### config.mk
export PLATFORM = sky130hd
export DESIGN_NAME = lfu_cache_replacement_top
export DESIGN_NICKNAME = d
export VERILOG_FILES = /design/src/hdl/lfu_pkg.sv /design/src/hdl/lfu_cache_replacement_top.sv
export SDC_FILE = /design/constraint.sdc
export NUM_CORES = 2
export LEC_CHECK = 0
export BUFFER_PORTS_ARGS = -buffer_cell sky130_fd_sc_hd__buf_2
export CAP_MARGIN = 20
export CORE_ASPECT_RATIO = 0.6
export CORE_MARGIN = 5
export CORE_UTILIZATION = 63
export DETAILED_ROUTE_END_ITERATION = 6
export PLACE_DENSITY_LB_ADDON = 0.08
export SETUP_SLACK_MARGIN = 0.15
export SKIP_CTS_REPAIR_TIMING = 1
export SYNTH_ARGS = -nofsm -noshare
export SYNTH_HDL_FRONTEND = slang
export SYNTH_SLANG_ARGS = --single-unit
### constraint.sdc
create_clock -name clk -period 9.6 [get_ports clk]
set_input_delay 1.92 -clock clk [delete_from_list [all_inputs] [get_ports clk]]
set_output_delay 1.92 -clock clk [all_outputs]
set_load 0.02 [all_outputs]
### src/hdl/lfu_pkg.sv
package lfu_pkg;

  // fixed field widths
  localparam int DATA_W = 32;
  localparam int CAP_W  = 5;

  // default sizing
  localparam int DEF_ENTRIES    = 16;
  localparam int DEF_COUNT_BITS = 16;

  localparam logic [CAP_W-1:0]  CAP_RESET  = CAP_W'(16);
  localparam logic [DATA_W-1:0] MISS_VALUE = '1;
  localparam logic [DATA_W-1:0] PUT_VALUE  = '0;

  // operation codes
  localparam logic KIND_GET = 1'b0;
  localparam logic KIND_PUT = 1'b1;

endpackage

### src/hdl/lfu_cache_replacement_top.sv
// a request is accepted in idle, then the scan reads every entry of the entry memory,
//   the last read data is checked, the scan is left, the update writes and the output
//   register loads; no new request is accepted until the sequencer is back in idle,
//   and a finished result waits while the output is held
// reset: valid bits cleared (table empty), capacity back to 16;
//   entry memory and recency ranks are not cleared and need no clearing pass
module lfu_cache_replacement_top #(
  parameter int ENTRIES    = lfu_pkg::DEF_ENTRIES,
  parameter int COUNT_BITS = lfu_pkg::DEF_COUNT_BITS
) (
  input  logic                              clk,
  input  logic                              rst,
  // capacity register
  input  logic                              cfg_write_en,
  input  logic [lfu_pkg::CAP_W-1:0]         cfg_write_data,
  // request channel
  input  logic                              in_valid,
  output logic                              in_ready,
  input  logic                              kind,
  input  logic signed [lfu_pkg::DATA_W-1:0] key,
  input  logic signed [lfu_pkg::DATA_W-1:0] write_value,
  // response channel
  output logic                              out_valid,
  input  logic                              out_ready,
  output logic                              hit,
  output logic signed [lfu_pkg::DATA_W-1:0] read_value,
  output logic                              evicted
);
  import lfu_pkg::*;

  localparam int IDX_W = (ENTRIES > 1) ? $clog2(ENTRIES) : 1;
  localparam int OCC_W = $clog2(ENTRIES + 1);
  localparam int CMP_W = (OCC_W > CAP_W) ? OCC_W : CAP_W;

  // sequencer states
  localparam logic [1:0] ST_IDLE   = 2'd0;
  localparam logic [1:0] ST_SCAN   = 2'd1;
  localparam logic [1:0] ST_UPDATE = 2'd2;
  localparam logic [1:0] ST_DONE   = 2'd3;

  // one stored entry
  typedef struct packed {
    logic [DATA_W-1:0]     key;
    logic [DATA_W-1:0]     value;
    logic [COUNT_BITS-1:0] count;
  } entry_t;

  logic [1:0]            state;
  logic [CAP_W-1:0]      cache_capacity;
  logic [ENTRIES-1:0]    slot_valid;
  logic [OCC_W-1:0]      occ;

  // recency per slot: 0 is the most recent valid entry, larger is older
  logic [IDX_W-1:0]      recency_rank [ENTRIES];

  // latched request
  logic                  kind_r;
  logic [DATA_W-1:0]     key_r;
  logic [DATA_W-1:0]     wval_r;

  // scan pipeline: address issue, then registered read data
  logic [IDX_W:0]        scan_idx;
  logic                  issue;
  logic                  rd_live;
  logic                  rd_vld;
  logic [IDX_W-1:0]      rd_idx;
  logic [IDX_W-1:0]      rd_rank;
  entry_t                rd_data;
  entry_t                mem [ENTRIES];

  // scan results
  logic                  match_found;
  logic [IDX_W-1:0]      match_idx;
  logic [DATA_W-1:0]     match_value;
  logic [COUNT_BITS-1:0] match_count;
  logic                  vic_found;
  logic [IDX_W-1:0]      vic_idx;
  logic [COUNT_BITS-1:0] vic_count;
  logic [IDX_W-1:0]      vic_rank;
  logic                  free_found;
  logic [IDX_W-1:0]      free_idx;

  // result waiting for the output register
  logic                  res_hit;
  logic [DATA_W-1:0]     res_value;
  logic                  res_evicted;

  // update decode
  logic [CMP_W-1:0]      cap_full;
  logic [CMP_W-1:0]      cap_eff;
  logic                  table_full;
  logic                  put_live;
  logic [COUNT_BITS-1:0] count_inc;
  logic                  mem_we;
  logic [IDX_W-1:0]      mem_waddr;
  entry_t                mem_wdata;
  logic                  insert_free;
  logic                  better;
  logic                  in_fire;

  assign in_ready = (state == ST_IDLE);
  assign in_fire  = in_valid && in_ready;
  assign issue    = (state == ST_SCAN) && (scan_idx < (IDX_W+1)'(ENTRIES));

  // capacity above the table size acts as the table size
  assign cap_full   = CMP_W'(cache_capacity);
  assign cap_eff    = (cap_full > CMP_W'(ENTRIES)) ? CMP_W'(ENTRIES) : cap_full;
  assign table_full = CMP_W'(occ) >= cap_eff;
  assign put_live   = (kind_r == KIND_PUT) && (cap_eff != '0);
  assign count_inc  = (match_count == '1) ? match_count : match_count + COUNT_BITS'(1);

  // victim order: lower count first, then older (larger rank)
  assign better = !vic_found || (rd_data.count < vic_count) ||
                  ((rd_data.count == vic_count) && (rd_rank > vic_rank));

  always_comb begin
    mem_we      = 1'b0;
    mem_waddr   = match_idx;
    insert_free = 1'b0;
    mem_wdata   = '{key: key_r, value: wval_r, count: count_inc};
    if (state == ST_UPDATE) begin
      if (kind_r == KIND_GET) begin
        if (match_found) begin
          mem_we          = 1'b1;
          mem_wdata.value = match_value;
        end
      end else if (put_live) begin
        mem_we = 1'b1;
        if (!match_found) begin
          mem_wdata.count = COUNT_BITS'(1);
          if (table_full) begin
            // evict and reuse the victim's slot
            mem_waddr = vic_idx;
          end else begin
            mem_waddr   = free_idx;
            insert_free = 1'b1;
          end
        end
      end
    end
  end

  // entry memory, one write and one registered read per cycle
  always_ff @(posedge clk) begin
    if (mem_we) begin
      mem[mem_waddr] <= mem_wdata;
    end
    if (issue) begin
      rd_data <= mem[scan_idx[IDX_W-1:0]];
    end
  end

  // written slot becomes most recent; a fresh insert ages every valid entry,
  // a hit or a victim reuse ages only the entries that were more recent
  always_ff @(posedge clk) begin
    if (mem_we) begin
      for (int i = 0; i < ENTRIES; i++) begin
        if (IDX_W'(i) == mem_waddr) begin
          recency_rank[i] <= '0;
        end else if (slot_valid[i] &&
                     (insert_free || (recency_rank[i] < recency_rank[mem_waddr]))) begin
          recency_rank[i] <= recency_rank[i] + IDX_W'(1);
        end
      end
    end
  end

  // capacity register
  always_ff @(posedge clk) begin
    if (rst) begin
      cache_capacity <= CAP_RESET;
    end else if (cfg_write_en) begin
      cache_capacity <= cfg_write_data;
    end
  end

  // request latch and scan bookkeeping
  always_ff @(posedge clk) begin
    if (in_fire) begin
      kind_r <= kind;
      key_r  <= key;
      wval_r <= write_value;
    end
    if (issue) begin
      rd_idx  <= scan_idx[IDX_W-1:0];
      rd_vld  <= slot_valid[scan_idx[IDX_W-1:0]];
      rd_rank <= recency_rank[scan_idx[IDX_W-1:0]];
    end
    if (rd_live) begin
      if (rd_vld) begin
        if (rd_data.key == key_r) begin
          match_idx   <= rd_idx;
          match_value <= rd_data.value;
          match_count <= rd_data.count;
        end
        if (better) begin
          vic_idx   <= rd_idx;
          vic_count <= rd_data.count;
          vic_rank  <= rd_rank;
        end
      end else if (!free_found) begin
        free_idx <= rd_idx;
      end
    end
    if (state == ST_UPDATE) begin
      res_hit     <= match_found;
      res_evicted <= put_live && !match_found && table_full;
      if (kind_r == KIND_GET) begin
        res_value <= match_found ? match_value : MISS_VALUE;
      end else begin
        res_value <= PUT_VALUE;
      end
    end
    if ((state == ST_DONE) && (!out_valid || out_ready)) begin
      hit        <= res_hit;
      read_value <= res_value;
      evicted    <= res_evicted;
    end
  end

  // sequencer and control state
  always_ff @(posedge clk) begin
    if (rst) begin
      state       <= ST_IDLE;
      scan_idx    <= '0;
      rd_live     <= 1'b0;
      match_found <= 1'b0;
      vic_found   <= 1'b0;
      free_found  <= 1'b0;
      slot_valid  <= '0;
      occ         <= '0;
      out_valid   <= 1'b0;
    end else begin
      rd_live <= issue;
      // in the done state the output load below decides valid
      if (out_valid && out_ready && (state != ST_DONE)) begin
        out_valid <= 1'b0;
      end
      if (rd_live) begin
        if (rd_vld) begin
          if (rd_data.key == key_r) begin
            match_found <= 1'b1;
          end
          vic_found <= 1'b1;
        end else begin
          free_found <= 1'b1;
        end
      end
      if (insert_free) begin
        slot_valid[free_idx] <= 1'b1;
        occ                  <= occ + OCC_W'(1);
      end
      unique case (state)
        ST_IDLE: begin
          if (in_fire) begin
            state       <= ST_SCAN;
            scan_idx    <= '0;
            match_found <= 1'b0;
            vic_found   <= 1'b0;
            free_found  <= 1'b0;
          end
        end
        ST_SCAN: begin
          if (issue) begin
            scan_idx <= scan_idx + (IDX_W+1)'(1);
          end else if (!rd_live) begin
            state <= ST_UPDATE;
          end
        end
        ST_UPDATE: begin
          state <= ST_DONE;
        end
        ST_DONE: begin
          if (!out_valid || out_ready) begin
            out_valid <= 1'b1;
            state     <= ST_IDLE;
          end
        end
        default: begin
          state <= ST_IDLE;
        end
      endcase
    end
  end

endmodule

# After elaboration in Yosys (flattened, before gate mapping)

Memories as Yosys holds them, arrays and structs flattened. A register that Yosys moved wholly into a read port is not among the register bits.
Cells that the tools add are included.

Memories: 2
Bits in writable memories: 1344
Output and inout bits: 36
Register bits after elaboration: 256

Memories:

| name         | depth | width | read ports | clocked after Yosys merged registers in | wr ports | RTL line                        | text |
|---|---|---|---|---|---|---|---|
| mem          | 16    | 80    | 1          | 1                                       | 1        | lfu_cache_replacement_top.sv:69 | `entry_t mem [ENTRIES];` |
| recency_rank | 16    | 4     | 18         | 1                                       | 16       | lfu_cache_replacement_top.sv:54 | `logic [IDX_W-1:0] recency_rank [ENTRIES];` |

Equal/unequal tests: 27
Order comparisons: 24
Multiplexer cells: 181
Add/sub/neg operators: 19
Bitwise gates (word level): 19
Reduce and logical (&&, ||, !) cells: 57

Operators by type and width:

| kind                  | count |
|---|---|
| $mux 1                | 141 |
| $mux 32               | 3 |
| $mux 4                | 21 |
| $add 4x1->4 const B   | 16 |
| $lt 4x4->1            | 16 |
| $mux 16               | 4 |
| $mux 48               | 1 |
| $eq 32x32->1          | 1 |
| $eq 4x4->1 const A    | 8 |
| $logic_and 1x1->1     | 26 |
| $logic_or 1x1->1      | 19 |
| $add 16x1->16 const B | 1 |
| $eq 16x16->1          | 1 |
| $eq 16x16->1 const B  | 1 |
| $eq 3x4->1 const A    | 4 |
| $lt 16x16->1          | 1 |
| $or 1x1->1            | 16 |
| $or 16x16->16         | 1 |
| $mux 5                | 3 |
| $reduce_and 3->1      | 4 |
| $add 5x1->5 const B   | 2 |
| $lt 4x5->1 const B    | 2 |
| $pmux 5 s2            | 1 |
| $eq 2x4->1 const A    | 2 |
| other kinds (21)      | 32 |

# Logic depth before layout (Yosys ltp)

An unclocked memory read counts as a cell.

Word-level depth: 17
Gate-level depth with buffers: 22
Gate-level depth less buffers: 18

# Worst setup path after synthesis

OpenSTA, ideal clock, no wires.

Path type: register -> register
From: register key_r[26]
To: register match_count[0] (enable)
Stages on the path, launching flop included: 6
Slack: 2.244 ns
Clock period less this slack: 7.356 ns
Arrival: 6.762 ns
Cell sequence: edfxtp_1 -> xor2_1 -> nor4_1 -> nand4_1 -> or4_1 -> nor4_1

Cells in the longest elaborated chain, start to end: 2

RTL lines:

| what                       | RTL line                         | text |
|---|---|---|
| start: declaration         | lfu_cache_replacement_top.sv:58  | `logic [DATA_W-1:0] key_r;` |
| start signal: assignment   | lfu_cache_replacement_top.sv:181 | `key_r <= key;` |
| $eq 32x32->1               | lfu_cache_replacement_top.sv:191 | `if (rd_data.key == key_r) begin` |
| $reduce_and 3->1 (no line) | --                               |  |
| end signal: assignment     | lfu_cache_replacement_top.sv:194 | `match_count <= rd_data.count;` |
| end: declaration           | lfu_cache_replacement_top.sv:75  | `logic [COUNT_BITS-1:0] match_count;` |

Every way passes these cells.
A chain may end at the register's enable or synchronous reset.

==> impl_results.md <==
- Die Ht: about 260 um
- All-Layer GR Usage: 26.9%
- Num CTS Buffers: between 100 and 150
- Pleak: about 23 nW
- Skew final: approximately 0.029 ns
- Compound-cell area share of the yosys netlist: ~3.8%
- Fin. Hold Viols: 0
- Core area: approximately 0.11 mm^2
- Met2 routed WL: just over 70000 um
- Nets: between 3000 and 4000
- Vias per cell: ~6.8
- H-tree depth: 4
- Synth top area cells: edfxtp_1, mux4_2, ha_1, dfxtp_1, clkbuf_1
- Worst min path class: flop to flop
- Commonest non-fill, non-tap cells in the layout: edfxtp_1, mux4_2, clkbuf_16, buf_2, ha_1
- Fraction of registers with async set/reset: 0%
- Die Width: 431 um
- Max layer used: met4
- Synth top area share: about 74%
- Setup TNS Final: 0 ns
- P per Cell Area: roughly 230 mW/mm^2
- Worst-Skew Late Latency: about 0.76 ns
- Final Util: between 70 and 80%
- Commonest non-fill, non-tap cell in the layout: edfxtp_1
- Clk slew on worst S/H paths: ~0.060 ns
- DRC viols: 0
- Synthesis-to-finish area growth: 10.9%
- Cell Count, Final, Fillers Out: approximately 5000
- Post-synthesis mux area share: between 10% and 20%
- Setup-failing EPs final: 0
- Yosys top cell by area: edfxtp_1
- Final ANT Viol Nets: 0
- Max-slew headroom: approximately a fifth
- Number of cells after detailed placement: roughly 4700
- Post-synthesis xor/xnor area fraction: 1.02%
- Post-Syn Area: 0.0670 mm^2
- Pin count of the biggest net entering global routing: ~160
- Slew Limit Fails: 0
- Hold Slack: ~0.41 ns
- Initial DRC count: 4547
- First-pass iteration count of the detailed router: 5
- Syn avg cell area: roughly 21 um^2
- Crit share post-route: around 71%
- Unrepaired setup endpoints after global routing: no
- Post-synth EDFFs: between 1500 and 2000
- # IOs: ~110
- Final Cell Area: about 0.074 mm^2
- FP Rows: 92
- Dpl cell area: between 0.06 and 0.07 mm^2
- Critical Path End Type: flop
- Critical path fanouts, max: 36
- Clock tree buffer depth: 3
- Layout cells sized above 1: between 20% and 30%
- Ys Warns: 0
- #FFs+latches synth: 1684
- I/O Buffers: 110
- Syn nets: approximately 3400
- Minimum clock period: a little under 7 ns
- Slew at the pin closest to its max-slew limit: between 1 and 1.5 ns
- M1 WL: between 60000 and 70000 um
- Main combinational cell family by area after synthesis: multiplexers
- Cells after Synth: 3209
- Top FF cell, synth: edfxtp_1
- Worst EP arrival: between 7 and 8 ns
- Initial antenna violation count: 0
- Synth cell types: 61
- Setup CP Type: flop to flop
- # clock sinks: about 1700
- Worst setup SP type: flop
- Average wire per standard cell: roughly 30 um
- Max Freq: roughly 0.15 GHz
- CTS tree: done
- Die area: approximately 0.11 mm^2
- # diodes: 0
- DP Wirelength: approximately 79000 um
- Adder-cell share of the synthesized area: about 1.8%
- CTS root buffer: clkbuf_16
- GPL Wtd Cong: 0.879
- Overflow after GRT: 0
- Post-Synth Simple-Gate Area: 2.10%
- Overall routed net length: roughly 150000 um
- Max-cap viol count: 0
- Number of global-route vias before repair: 34000
- VDD IR max: 0.189 mV
- Crit path required time: around 10 ns
- Met3 wire len: 12600 um
- Via count: ~33000
- Initial Util: a little under two thirds
- Outcome: finished clean
- Register area share after synthesis: around three quarters
- Global-route wire length before repair: 224000 um
## metrics by stage
| stage | setup slack, ns | total power [W] |
|---|---|---|
| 2_1_floorplan | 2.24 | 0.0106 |
| 3_3_place_gp | 3.34 | 0.0112 |
| 3_5_place_dp | 2.90 | 0.0113 |
| 4_1_cts | 2.90 | 0.0170 |
| 5_1_grt | 2.56 | 0.0175 |
| 6_report | 2.78 | 0.0169 |
## registers in the layout (all words and copies together), names as in the netlist, 32 cells and up
| register | flops |
|---|---|
| read_value | 32 |
| recency_rank | 64 |
| wval_r | 32 |
| res_value | 32 |
| mem | 1280 |
| rd_data | 80 |
| key_r | 32 |
| match_value | 32 |
## cells by family after synthesis
kind of cell	Yosys count
AOI/OAI and AO/OA	353
xor gates and xnor gates	78
adders and majority gates	96
buffers and inverters	225
DFF	1684
muxes	470
and+or+nand+nor	303
## power breakdown
part / total, W / internal (W) / switching [W]
Sequential: 0.00904 / 0.00878 / 0.000256
Clock: 0.00569 / 0.00316 / 0.00253
Combinational: 0.00214 / 0.000856 / 0.00128
## final timing paths
check | start | endpoint | slack (ns) | cells past startpoint
worst max-delay path | kind_r | recency_rank[10][2] | 2.78 | 13
worst min-delay path | res_value[13] | read_value[13] | 0.41 | 0
worst max register to register | kind_r | recency_rank[10][2] | 2.78 | 13
worst min register to register | res_value[13] | read_value[13] | 0.41 | 0
## synth_stat cells (all sizes together), types with 13 or more instances
cell type and number:
mux4 428, xnor2 34, o211a 13, nand2 81, xor2 44, a2111oi 46, ha 96, buf 42
nor2 91, edfxtp 1646, nand3 61, o21ai 99, o32ai 15, o21a 36, dfxtp 38, inv 79
o211ai 18, clkbuf 104, a21oi 76, mux2i 30
## metal layers
layer / up-vias / track usage (%)
met1: 17700 / 40.9
li1: 13800 / -
met3: 228 / 4.54
met2: 1606 / 41.5
met4: 0 / 7.15
met5: - / 0
## critical path, cell delays in order (launching register included)
cell and delay [ns]:
edfxtp_1 0.32, buf_4 0.41, and3b_1 0.36, o21a_1 0.80, nor2_2 0.23, nor2_4 0.87, mux2i_1 0.29, mux2_2 0.18
o22ai_1 0.09, nor2_2 0.89, ha_1 0.40, a2111oi_0 0.90, nand2_1 0.18, o21ai_0 0.53
## cell type report
cell class | instances | area [um^2]
Clock inverter | 66 | 557
Inverter | 79 | 300
Multi-Input combinational cell | 1300 | 16100
Timing Repair Buffer | 203 | 1400
Fill cell | 6177 | 31000
Sequential cell | 1684 | 50200
Clock buffer | 191 | 3980
Tap cell | 1410 | 1760
No activity file was read; power rests on OpenSTA's default activity.
